File: src/rtl/sra_pkg.sv
`timescale 1ns / 1ps

package sra_pkg;

  localparam int DEF_VALUE_BITS  = 32;
  localparam int DEF_MAX_WIDTH   = 64;
  localparam int DEF_QUEUE_DEPTH = 2;

  // Quotient bits resolved per divider cycle.
  localparam int DIV_STEP = 8;

  localparam logic [5:0] RADIX_MIN  = 6'd2;
  localparam logic [5:0] RADIX_MAX  = 6'd36;
  localparam logic [5:0] DIGIT_MAX  = 6'd35;
  localparam logic [5:0] DIGIT_TEN  = 6'd10;
  localparam logic [6:0] CHAR_MINUS = 7'h2d;
  localparam logic [6:0] CHAR_ZERO  = 7'h30;
  localparam logic [6:0] CHAR_A     = 7'h61;

  typedef struct packed {
    logic       negative;
    logic [5:0] radix;
    logic [6:0] width;
  } item_ctl_t;

  function automatic logic [6:0] digit_char(input logic [5:0] d);
    logic [5:0] dc;
    dc = (d > DIGIT_MAX) ? DIGIT_MAX : d;
    if (dc < DIGIT_TEN) begin
      digit_char = CHAR_ZERO + 7'(dc);
    end else begin
      digit_char = CHAR_A + 7'(dc - DIGIT_TEN);
    end
  endfunction

endpackage

File: src/rtl/sra_front.sv
`timescale 1ns / 1ps

module sra_front
  import sra_pkg::*;
#(
  parameter int VALUE_BITS = DEF_VALUE_BITS,
  parameter int MAX_WIDTH  = DEF_MAX_WIDTH
) (
  input  logic                  start,
  input  logic [VALUE_BITS-1:0] value,
  input  logic [5:0]            radix,
  input  logic [6:0]            min_width,
  input  logic                  q_full,
  output logic                  busy,
  output logic                  push,
  output logic [VALUE_BITS-1:0] mag,
  output item_ctl_t             ctl
);

  logic negative;

  assign busy     = q_full;
  assign push     = start && !q_full;
  assign negative = value[VALUE_BITS-1];

  // The most negative value negates to itself, which read unsigned is its magnitude.
  assign mag = negative ? (~value + 1'b1) : value;

  always_comb begin
    ctl.negative = negative;
    if (radix < RADIX_MIN) begin
      ctl.radix = RADIX_MIN;
    end else if (radix > RADIX_MAX) begin
      ctl.radix = RADIX_MAX;
    end else begin
      ctl.radix = radix;
    end
    if (min_width > 7'(MAX_WIDTH)) begin
      ctl.width = 7'(MAX_WIDTH);
    end else begin
      ctl.width = min_width;
    end
  end

endmodule

File: src/rtl/sra_queue.sv
`timescale 1ns / 1ps

module sra_queue
  import sra_pkg::*;
#(
  parameter int WIDTH = DEF_VALUE_BITS,
  parameter int DEPTH = DEF_QUEUE_DEPTH
) (
  input  logic             clk,
  input  logic             rst,
  input  logic             push,
  input  logic [WIDTH-1:0] push_data,
  input  logic             pop,
  output logic             valid,
  output logic             full,
  output logic [WIDTH-1:0] data
);

  localparam int PW = (DEPTH > 1) ? $clog2(DEPTH) : 1;
  localparam int CW = $clog2(DEPTH + 1);

  logic [WIDTH-1:0] mem [DEPTH];
  logic [PW-1:0]    wr_ptr;
  logic [PW-1:0]    rd_ptr;
  logic [CW-1:0]    count;

  assign valid = (count != '0);
  assign full  = (count == CW'(DEPTH));
  assign data  = mem[rd_ptr];

  always_ff @(posedge clk) begin
    if (push) begin
      mem[wr_ptr] <= push_data;
    end
  end

  always_ff @(posedge clk) begin
    if (rst) begin
      wr_ptr <= '0;
      rd_ptr <= '0;
      count  <= '0;
    end else begin
      if (push) begin
        wr_ptr <= (wr_ptr == PW'(DEPTH - 1)) ? '0 : wr_ptr + 1'b1;
      end
      if (pop) begin
        rd_ptr <= (rd_ptr == PW'(DEPTH - 1)) ? '0 : rd_ptr + 1'b1;
      end
      if (push && !pop) begin
        count <= count + 1'b1;
      end else if (pop && !push) begin
        count <= count - 1'b1;
      end
    end
  end

  a_no_push_full: assert property (@(posedge clk) disable iff (rst)
    !(push && full))
    else $error("queue written while full");

  a_no_pop_empty: assert property (@(posedge clk) disable iff (rst)
    !(pop && !valid))
    else $error("queue read while empty");

  a_count_bound: assert property (@(posedge clk) disable iff (rst)
    (count <= CW'(DEPTH)))
    else $error("queue count beyond depth");

endmodule

File: src/rtl/sra_back.sv
`timescale 1ns / 1ps

module sra_back
  import sra_pkg::*;
#(
  parameter int VALUE_BITS = DEF_VALUE_BITS
) (
  input  logic                  clk,
  input  logic                  rst,
  input  logic                  q_valid,
  input  logic [VALUE_BITS-1:0] q_mag,
  input  item_ctl_t             q_ctl,
  output logic                  q_pop,
  output logic [6:0]            char_code,
  output logic                  last,
  output logic                  strobe
);

  localparam int PAD_BITS = ((VALUE_BITS + DIV_STEP - 1) / DIV_STEP) * DIV_STEP;
  localparam int CHUNKS   = PAD_BITS / DIV_STEP;
  localparam int CW       = $clog2(CHUNKS + 1);
  localparam int AW       = $clog2(VALUE_BITS);
  localparam int DCW      = $clog2(VALUE_BITS + 1);

  typedef enum logic [2:0] {
    S_IDLE,
    S_DIVIDE,
    S_PREP,
    S_SIGN,
    S_PAD,
    S_DIGIT
  } state_t;

  state_t              state;
  logic [PAD_BITS-1:0] mag;
  logic [5:0]          rem;
  logic [5:0]          radix_r;
  logic [6:0]          width_r;
  logic                negative;
  logic [DCW-1:0]      digit_count;
  logic [CW-1:0]       chunk;
  logic [6:0]          pad_count;
  logic [AW-1:0]       idx;
  logic [AW-1:0]       idx_next;
  logic [5:0]          rd_data;
  logic [5:0]          store [VALUE_BITS];

  logic [PAD_BITS-1:0] mag_step;
  logic [5:0]          rem_step;
  logic                chunk_done;
  logic                store_we;
  logic [6:0]          total;
  logic [6:0]          pad;

  // Restoring division of the top chunk by the radix, one quotient bit per step.
  always_comb begin
    logic [6:0]          r;
    logic [6:0]          t;
    logic [DIV_STEP-1:0] hi;
    logic [DIV_STEP-1:0] q;
    r  = {1'b0, rem};
    hi = mag[PAD_BITS-1 -: DIV_STEP];
    q  = '0;
    for (int i = DIV_STEP - 1; i >= 0; i--) begin
      t = {r[5:0], hi[i]};
      if (t >= {1'b0, radix_r}) begin
        q[i] = 1'b1;
        r    = t - {1'b0, radix_r};
      end else begin
        r = t;
      end
    end
    mag_step = (mag << DIV_STEP) | PAD_BITS'(q);
    rem_step = r[5:0];
  end

  assign chunk_done = (chunk == CW'(CHUNKS - 1));
  assign store_we   = (state == S_DIVIDE) && chunk_done;
  assign total      = 7'(digit_count) + 7'(negative);
  assign pad        = (width_r > total) ? (width_r - total) : '0;
  assign q_pop      = (state == S_IDLE) && q_valid;

  always_comb begin
    case (state)
      S_PREP:  idx_next = AW'(digit_count - 1'b1);
      S_DIGIT: idx_next = idx - 1'b1;
      default: idx_next = idx;
    endcase
  end

  always_ff @(posedge clk) begin
    if (store_we) begin
      store[digit_count[AW-1:0]] <= rem_step;
    end
    rd_data <= store[idx_next];
  end

  always_comb begin
    strobe = (state == S_SIGN) || (state == S_PAD) || (state == S_DIGIT);
    last   = (state == S_DIGIT) && (idx == '0);
    case (state)
      S_SIGN:  char_code = CHAR_MINUS;
      S_PAD:   char_code = CHAR_ZERO;
      S_DIGIT: char_code = digit_char(rd_data);
      default: char_code = CHAR_ZERO;
    endcase
  end

  always_ff @(posedge clk) begin
    if (rst) begin
      state       <= S_IDLE;
      digit_count <= '0;
      chunk       <= '0;
      pad_count   <= '0;
      idx         <= '0;
    end else begin
      idx <= idx_next;
      case (state)
        S_IDLE: begin
          if (q_valid) begin
            mag         <= PAD_BITS'(q_mag);
            rem         <= '0;
            radix_r     <= q_ctl.radix;
            width_r     <= q_ctl.width;
            negative    <= q_ctl.negative;
            digit_count <= '0;
            chunk       <= '0;
            state       <= S_DIVIDE;
          end
        end
        S_DIVIDE: begin
          mag <= mag_step;
          if (chunk_done) begin
            rem         <= '0;
            chunk       <= '0;
            digit_count <= digit_count + 1'b1;
            if ((mag_step == '0) || (digit_count == DCW'(VALUE_BITS - 1))) begin
              state <= S_PREP;
            end
          end else begin
            rem   <= rem_step;
            chunk <= chunk + 1'b1;
          end
        end
        S_PREP: begin
          pad_count <= pad;
          if (negative) begin
            state <= S_SIGN;
          end else if (pad != '0) begin
            state <= S_PAD;
          end else begin
            state <= S_DIGIT;
          end
        end
        S_SIGN: begin
          state <= (pad_count != '0) ? S_PAD : S_DIGIT;
        end
        S_PAD: begin
          pad_count <= pad_count - 1'b1;
          if (pad_count == 7'd1) begin
            state <= S_DIGIT;
          end
        end
        S_DIGIT: begin
          if (idx == '0) begin
            state <= S_IDLE;
          end
        end
        default: state <= S_IDLE;
      endcase
    end
  end

  a_rem_below_radix: assert property (@(posedge clk) disable iff (rst)
    (state == S_DIVIDE) |-> (rem < radix_r))
    else $error("partial remainder not below radix");

  a_pad_nonzero: assert property (@(posedge clk) disable iff (rst)
    (state == S_PAD) |-> (pad_count != '0))
    else $error("padding state entered with no padding left");

  a_count_bound: assert property (@(posedge clk) disable iff (rst)
    (digit_count <= DCW'(VALUE_BITS)))
    else $error("digit count beyond store depth");

  a_last_ends: assert property (@(posedge clk) disable iff (rst)
    (strobe && last) |=> !strobe)
    else $error("character emitted right after the final one");

endmodule

File: src/rtl/signed_radix_to_ascii_unit.sv
`timescale 1ns / 1ps

// One divider resolves 8 quotient bits per cycle and divides the whole value once per digit.
// A number occupies the back end through its division, a preparation state and its N characters,
// which leave one per cycle. A two-word queue lets the next number be accepted while one is being
// converted. Synchronous reset empties the queue and returns the converter to idle; the digit
// store is not cleared. The receiver cannot stall: each character shows for one cycle.

module signed_radix_to_ascii_unit
  import sra_pkg::*;
#(
  parameter int VALUE_BITS  = DEF_VALUE_BITS,
  parameter int MAX_WIDTH   = DEF_MAX_WIDTH,
  parameter int QUEUE_DEPTH = DEF_QUEUE_DEPTH
) (
  input  logic                  clk,
  input  logic                  rst,
  input  logic                  start,
  output logic                  busy,
  input  logic [VALUE_BITS-1:0] value,
  input  logic [5:0]            radix,
  input  logic [6:0]            min_width,
  output logic [6:0]            char_code,
  output logic                  last,
  output logic                  strobe
);

  localparam int QW = VALUE_BITS + $bits(item_ctl_t);

  logic                  push;
  logic                  q_full;
  logic                  q_valid;
  logic                  q_pop;
  logic [VALUE_BITS-1:0] f_mag;
  item_ctl_t             f_ctl;
  logic [QW-1:0]         q_data;
  logic [VALUE_BITS-1:0] q_mag;
  item_ctl_t             q_ctl;

  sra_front #(
    .VALUE_BITS (VALUE_BITS),
    .MAX_WIDTH  (MAX_WIDTH)
  ) u_front (
    .start     (start),
    .value     (value),
    .radix     (radix),
    .min_width (min_width),
    .q_full    (q_full),
    .busy      (busy),
    .push      (push),
    .mag       (f_mag),
    .ctl       (f_ctl)
  );

  sra_queue #(
    .WIDTH (QW),
    .DEPTH (QUEUE_DEPTH)
  ) u_queue (
    .clk       (clk),
    .rst       (rst),
    .push      (push),
    .push_data ({f_mag, f_ctl}),
    .pop       (q_pop),
    .valid     (q_valid),
    .full      (q_full),
    .data      (q_data)
  );

  assign q_mag = q_data[QW-1 -: VALUE_BITS];
  assign q_ctl = q_data[$bits(item_ctl_t)-1:0];

  sra_back #(
    .VALUE_BITS (VALUE_BITS)
  ) u_back (
    .clk       (clk),
    .rst       (rst),
    .q_valid   (q_valid),
    .q_mag     (q_mag),
    .q_ctl     (q_ctl),
    .q_pop     (q_pop),
    .char_code (char_code),
    .last      (last),
    .strobe    (strobe)
  );

endmodule

File: config.mk
export PLATFORM = sky130hd
export DESIGN_NAME = signed_radix_to_ascii_unit
export DESIGN_NICKNAME = d
export VERILOG_FILES = /design/src/rtl/sra_pkg.sv /design/src/rtl/sra_front.sv /design/src/rtl/sra_queue.sv /design/src/rtl/sra_back.sv /design/src/rtl/signed_radix_to_ascii_unit.sv
export SDC_FILE = /design/constraint.sdc
export NUM_CORES = 1
export LEC_CHECK = 0
export CORE_MARGIN = 2
export CORE_UTILIZATION = 54
export DETAILED_ROUTE_END_ITERATION = 8
export DONT_BUFFER_PORTS = 1
export HOLD_SLACK_MARGIN = 0.02
export MAX_ROUTING_LAYER = met4
export PLACE_DENSITY = 0.72
export SLEW_MARGIN = 20
export SYNTH_ARGS = -nofsm -noshare
export SYNTH_HDL_FRONTEND = slang
export SYNTH_SLANG_ARGS = --single-unit
File: constraint.sdc
create_clock -name clk -period 18.88 [get_ports clk]
set_input_delay 0.944 -clock clk [delete_from_list [all_inputs] [get_ports clk]]
set_output_delay 0.944 -clock clk [all_outputs]
set_load 0.05 [all_outputs]
==> out/metrics.yaml, run 1 <==
synth.ff_latch_count: 371
multiInputGateArea_um2: 7850
remaining_drc_errors: 0
clk_latency_ns: 0.53
synth_cell_types: 91
reg2reg_depth: 70
min_path_cells: 1
crit_path_end_kind: "register"
finalHoldViolCount: 0
maxCapViolCount: 0
fp-row-count: 68
wl_met2_um: 19700
synth_fa_ha_area_share_pct: 5.47
clkSinkCount: 371
die_area_um2: 36700
gp_congestion: 0.936
place_hpwl_um: 27900
crit_family: "compound AO/OA/AOI/OAI gates"
hold_buffers: 0
cts.htree.levels: 2
cts_tree: "done"
yosys_most_used_dff: "edfxtp_1"
slew_viol_final: 0
hp-class: "reg2reg"
synth_nets: 1610
final_cell_mix: "336 x edfxtp_1, 131 x nor2_1, 95 x nand2_1"
grt_util_all_layers_pct: 23.6
synth_top_family_by_area: "compound AO/OA/AOI/OAI gates"
coreArea_um2: 34600
antenna_cells: 0
overflow: 0
regArea_um2: 10800
clkTransAtPathRegs_ns: 0.06
syn_area_um2: 19000
first_pass_iters: 5
routed_wl_um: 41000
clockBufferDepth: 3
synth_compound_area_share_pct: 11.1
post-route-period-util_pct: 94.0
min_period_ns: 17.74
ios: 58
nNetsFinal: 1618
crit_type: "reg2reg"
ys_seq_area_share_pct: 56.7
highest_layer: "met4"
die_h_um: 192
crit_buf_inv: 7
post_route_cells_drive_above_1_share_pct: 14.0
grt_pass1_wl_um: 65000
cp_slowest_stage_delay_ns: 0.59
fin_cells: 1977
async_flop_share_pct: 0
maxSlewHeadroom_pct: 29.7
synth-edff-count: 336
netlist_instances: 1485
num_vias: 11981
post-place-cells: 1905
antenna_found_initial: 0
rsz0062_at_grt: "no"
wl_per_cell_um: 20.7
initial_core_util_pct: 54.9
critPathSlowestCell: "mux2_2"
die_w_um: 192
status: "finished, final reports clean"
cp.required_ns: 19.15
area_growth_pct: 9.65
grt_pass1_vias: 11978
drt_iter0_drc: 1016
finalSetupTns_ns: 0
synth.mux.area_fraction_pct: 10.5
yosys.area_share.xor_xnor_pct: 3.18
worstPathArrival_ns: 18.01
worst_slew_pin_slew_ns: 1.05
wl_met1_um: 18000
final-setup-viol-count: 0
path_depth: 70
grt_max_degree: 70
avgViaCountPerCell: 6.06
layout_setup_ws_ns: 1.14
fill_cells: 2616
ys_warn_count: 0
worstSetupStartpointType: "register"
wl_met3_um: 2400
cts-root-buf: "clkbuf_16"
cp_max_fo: 33
max_freq_mhz: 56.4
synth.avg_cell_area_um2: 12.8
synth_simple_gate_area_share_pct: 10.5
numCtsBuffers: 38
fin_worst_skew_ns: 0.0145
port-buffer-count: 0
antenna_left: 0
utilization_pct: 60.2
pre_cts_slack_ns: 1.10
mostFrequentLayoutCell: "edfxtp_1"
[routing by layer]
layer / global-route usage (%) / vias up
li1: - / 5678
met1: 33.0 / 5845
met2: 37.1 / 391
met3: 2.91 / 67
met4: 5.65 / 0
met5: - / -
[layout make-up]
cell class / count / share of cell area (%)
Sequential cell: 371 / 51.8
Multi-Input combinational cell: 996 / 37.6
Clock buffer: 51 / 4.94
Tap cell: 455 / 2.73
Inverter: 62 / 1.12
Timing Repair Buffer: 24 / 0.924
Clock inverter: 18 / 0.900
[Yosys cell counts (all sizes together) (17+ instances only)]
| master | count | area, µm² |
|---|---|---|
| mux2i | 55 | 551 |
| edfxtp | 336 | 10100 |
| xor2 | 19 | 166 |
| mux4 | 48 | 1080 |
| nor3 | 22 | 120 |
| o21a | 17 | 130 |
| nand2b | 21 | 131 |
| mux2 | 32 | 368 |
| dfxtp | 35 | 701 |
| a21oi | 55 | 275 |
| nand2 | 95 | 357 |
| inv | 62 | 233 |
| o21ai | 94 | 474 |
| xnor2 | 50 | 438 |
| o31ai | 17 | 151 |
| nor2 | 134 | 510 |
| nor2b | 31 | 194 |
| nand3 | 20 | 110 |
| ha | 68 | 851 |
| clkbuf | 40 | 150 |
[flip-flops by register name (all words and copies together), names as in the netlist, 6 cells and up, named ones only]
signal,count
u_back.digit_count,6
u_back.mag,32
u_back.pad_count,7
u_back.radix_r,6
u_back.rd_data,6
u_back.rem,6
u_back.store,192
u_back.width_r,7
u_queue.mem,92
[worst register-to-register path, delay by kind of cell (launching register included)]
family	cells	cell delay, ns
buf+inv	7	0.99
simple gates	16	3.75
mux	5	2.02
compound gates	34	7.73
fa+ha+maj	8	2.58
flops	1	0.37
[cell families after synthesis]
logic type	Yosys count
flops	371
other cells	1
xor+xnor	69
simple gates	408
compound gates	305
buf+inv	118
mux	135
fa+ha+maj	78
[path summary, 6_finish.rpt]
check / start / slack [ns] / to
worst max register to register: u_back.radix_r[2] / 1.14 / u_back.rem[1]
worst max-delay path: u_back.radix_r[2] / 1.14 / u_back.rem[1]
worst min-delay path: u_back.chunk[2] / 0.47 / u_back.chunk[2]
worst min register to register: u_back.chunk[2] / 0.47 / u_back.chunk[2]
[through the flow]
stage                     hold slack, ns  area (µm²)
final                              0.474       20900
after CTS                          0.464       20800
after detailed placement           0.464       19600
after global placement             0.453       19600
after floorplan                    0.450       19000
after global routing               0.469       20900
[repair_timing]
action,4_1_cts,5_1_grt
setup buffers,0,2
resized for setup,0,3
endpoints found under the setup margin,0,197
Power of run 1 is not shown: default switching activity piles up to over one toggle a cycle in this logic, so the estimate is an artifact.
==> run 2: changes to the inputs <==
--- a/config.mk
+++ b/config.mk
@@ -7,6 +7,7 @@
 export LEC_CHECK = 0
 export CORE_MARGIN = 2
 export CORE_UTILIZATION = 54
+export CTS_BUF_LIST = sky130_fd_sc_hd__clkbuf_16
 export DETAILED_ROUTE_END_ITERATION = 8
 export DONT_BUFFER_PORTS = 1
 export HOLD_SLACK_MARGIN = 0.02
==> out/metrics.yaml, run 2 (synthesized netlist as in run 1, its figures left out) <==
fp-row-count: 68
status: "finished, final reports clean"
grt_pass1_wl_um: 65000
cts-root-buf: "clkbuf_16"
slew_viol_final: 0
clkTransAtPathRegs_ns: 0.06
first_pass_iters: 5
num_vias: 12013
finalSetupTns_ns: 0
maxSlewHeadroom_pct: 30.0
antenna_left: 0
post_route_cells_drive_above_1_share_pct: 13.9
grt_util_all_layers_pct: 23.6
cts.htree.levels: 2
min_period_ns: 17.75
gp_congestion: 0.936
antenna_found_initial: 0
drt_iter0_drc: 1027
antenna_cells: 0
die_area_um2: 36700
fin_worst_skew_ns: 0.0153
cp_max_fo: 33
fill_cells: 2617
overflow: 0
die_h_um: 192
final_cell_mix: "336 x edfxtp_1, 131 x nor2_1, 95 x nand2_1"
crit_type: "reg2reg"
grt_pass1_vias: 11978
worstSetupStartpointType: "register"
clk_latency_ns: 0.53
reg2reg_slack_ns: 1.13
area_growth_pct: 9.60
hold_buffers: 0
crit_path_end_kind: "register"
clockBufferDepth: 3
rsz0062_at_grt: "no"
final-setup-viol-count: 0
largest_reg_flops: 192
crit_family: "compound AO/OA/AOI/OAI gates"
worst_slew_pin_slew_ns: 1.05
cp_slowest_stage_delay_ns: 0.59
maxCapViolCount: 0
hp-class: "reg2reg"
avgViaCountPerCell: 6.08
port-buffer-count: 0
cts_tree: "done"
finalHoldViolCount: 0
cp.required_ns: 19.15
crit_buf_inv: 7
coreArea_um2: 34600
mostFrequentLayoutCell: "edfxtp_1"
nNetsFinal: 1618
place_hpwl_um: 27900
remaining_drc_errors: 0
post-route-period-util_pct: 94.0
max_freq_mhz: 56.3
grt_max_degree: 70
die_w_um: 192
clkSinkCount: 371
critPathSlowestCell: "mux2_2"
ios: 58
worstPathArrival_ns: 18.02
hold_slack_ns: 0.474
routed_wl_um: 41000
wl_per_cell_um: 20.7
initial_core_util_pct: 54.9
numCtsBuffers: 38
-- run 2: cell count changes in the layout (fill, tap and decap cells not counted), sizes merged --
cell    delta
clkbuf    -12
inv       +11
clkinv     +1
-- run 2: final cells by class --
class | count | area, µm² | share of cell area (%)
clock inverters | 30 | 233 | 1.12
flip-flops and latches | 371 | 10800 | 51.8
clock buffers | 39 | 976 | 4.68
repair buffers | 24 | 193 | 0.924
well taps | 455 | 569 | 2.73
multi-input cells | 996 | 7850 | 37.7
inverters | 62 | 233 | 1.12
-- run 2: worst register-to-register path: cells and delay by family (launching register included) --
family | cells | cell delay (ns)
AOI/OAI and AO/OA | 34 | 7.74
adders and majority gates | 8 | 2.58
buffers and inverters | 7 | 0.98
DFF | 1 | 0.37
muxes | 5 | 2.02
and+or+nand+nor | 16 | 3.75
-- run 2: per-layer routing --
layer  up-vias  GRT usage, %  routed length [µm]  part of all wire, %
met5         -             -                   0                    0
met4         0          5.65                 843                  2.1
met3        67          2.91                2370                  5.8
met2       401          37.1               19800                   48
met1      5865          33.0               18000                   44
li1       5680             -                   -                    -
-- run 2: worst paths after layout --
kind,startpoint,end,cells past startpoint
setup / recovery,u_back.radix_r[2],u_back.rem[1],70
hold / removal,u_back.chunk[2],u_back.chunk[2],1
setup reg to reg,u_back.radix_r[2],u_back.rem[1],70
hold reg to reg,u_back.chunk[2],u_back.chunk[2],1
-- run 2: what timing repair did --
item,in CTS,in global routing
buffers inserted,0,2
endpoints found under the setup margin,0,197
gates resized for setup,0,3
-- run 2: through the flow --
step,area [µm²],worst slack (ns),instances,utilization [%]
after floorplan,19000,2.39,1485,-
after global placement,19600,1.70,1905,56.6
after detailed placement,19600,1.10,1905,56.6
after CTS,20800,1.03,1974,60.0
after global routing,20800,0.0521,1977,60.2
final,20800,1.13,1977,60.2
Power of run 2 is left out for the same reason.
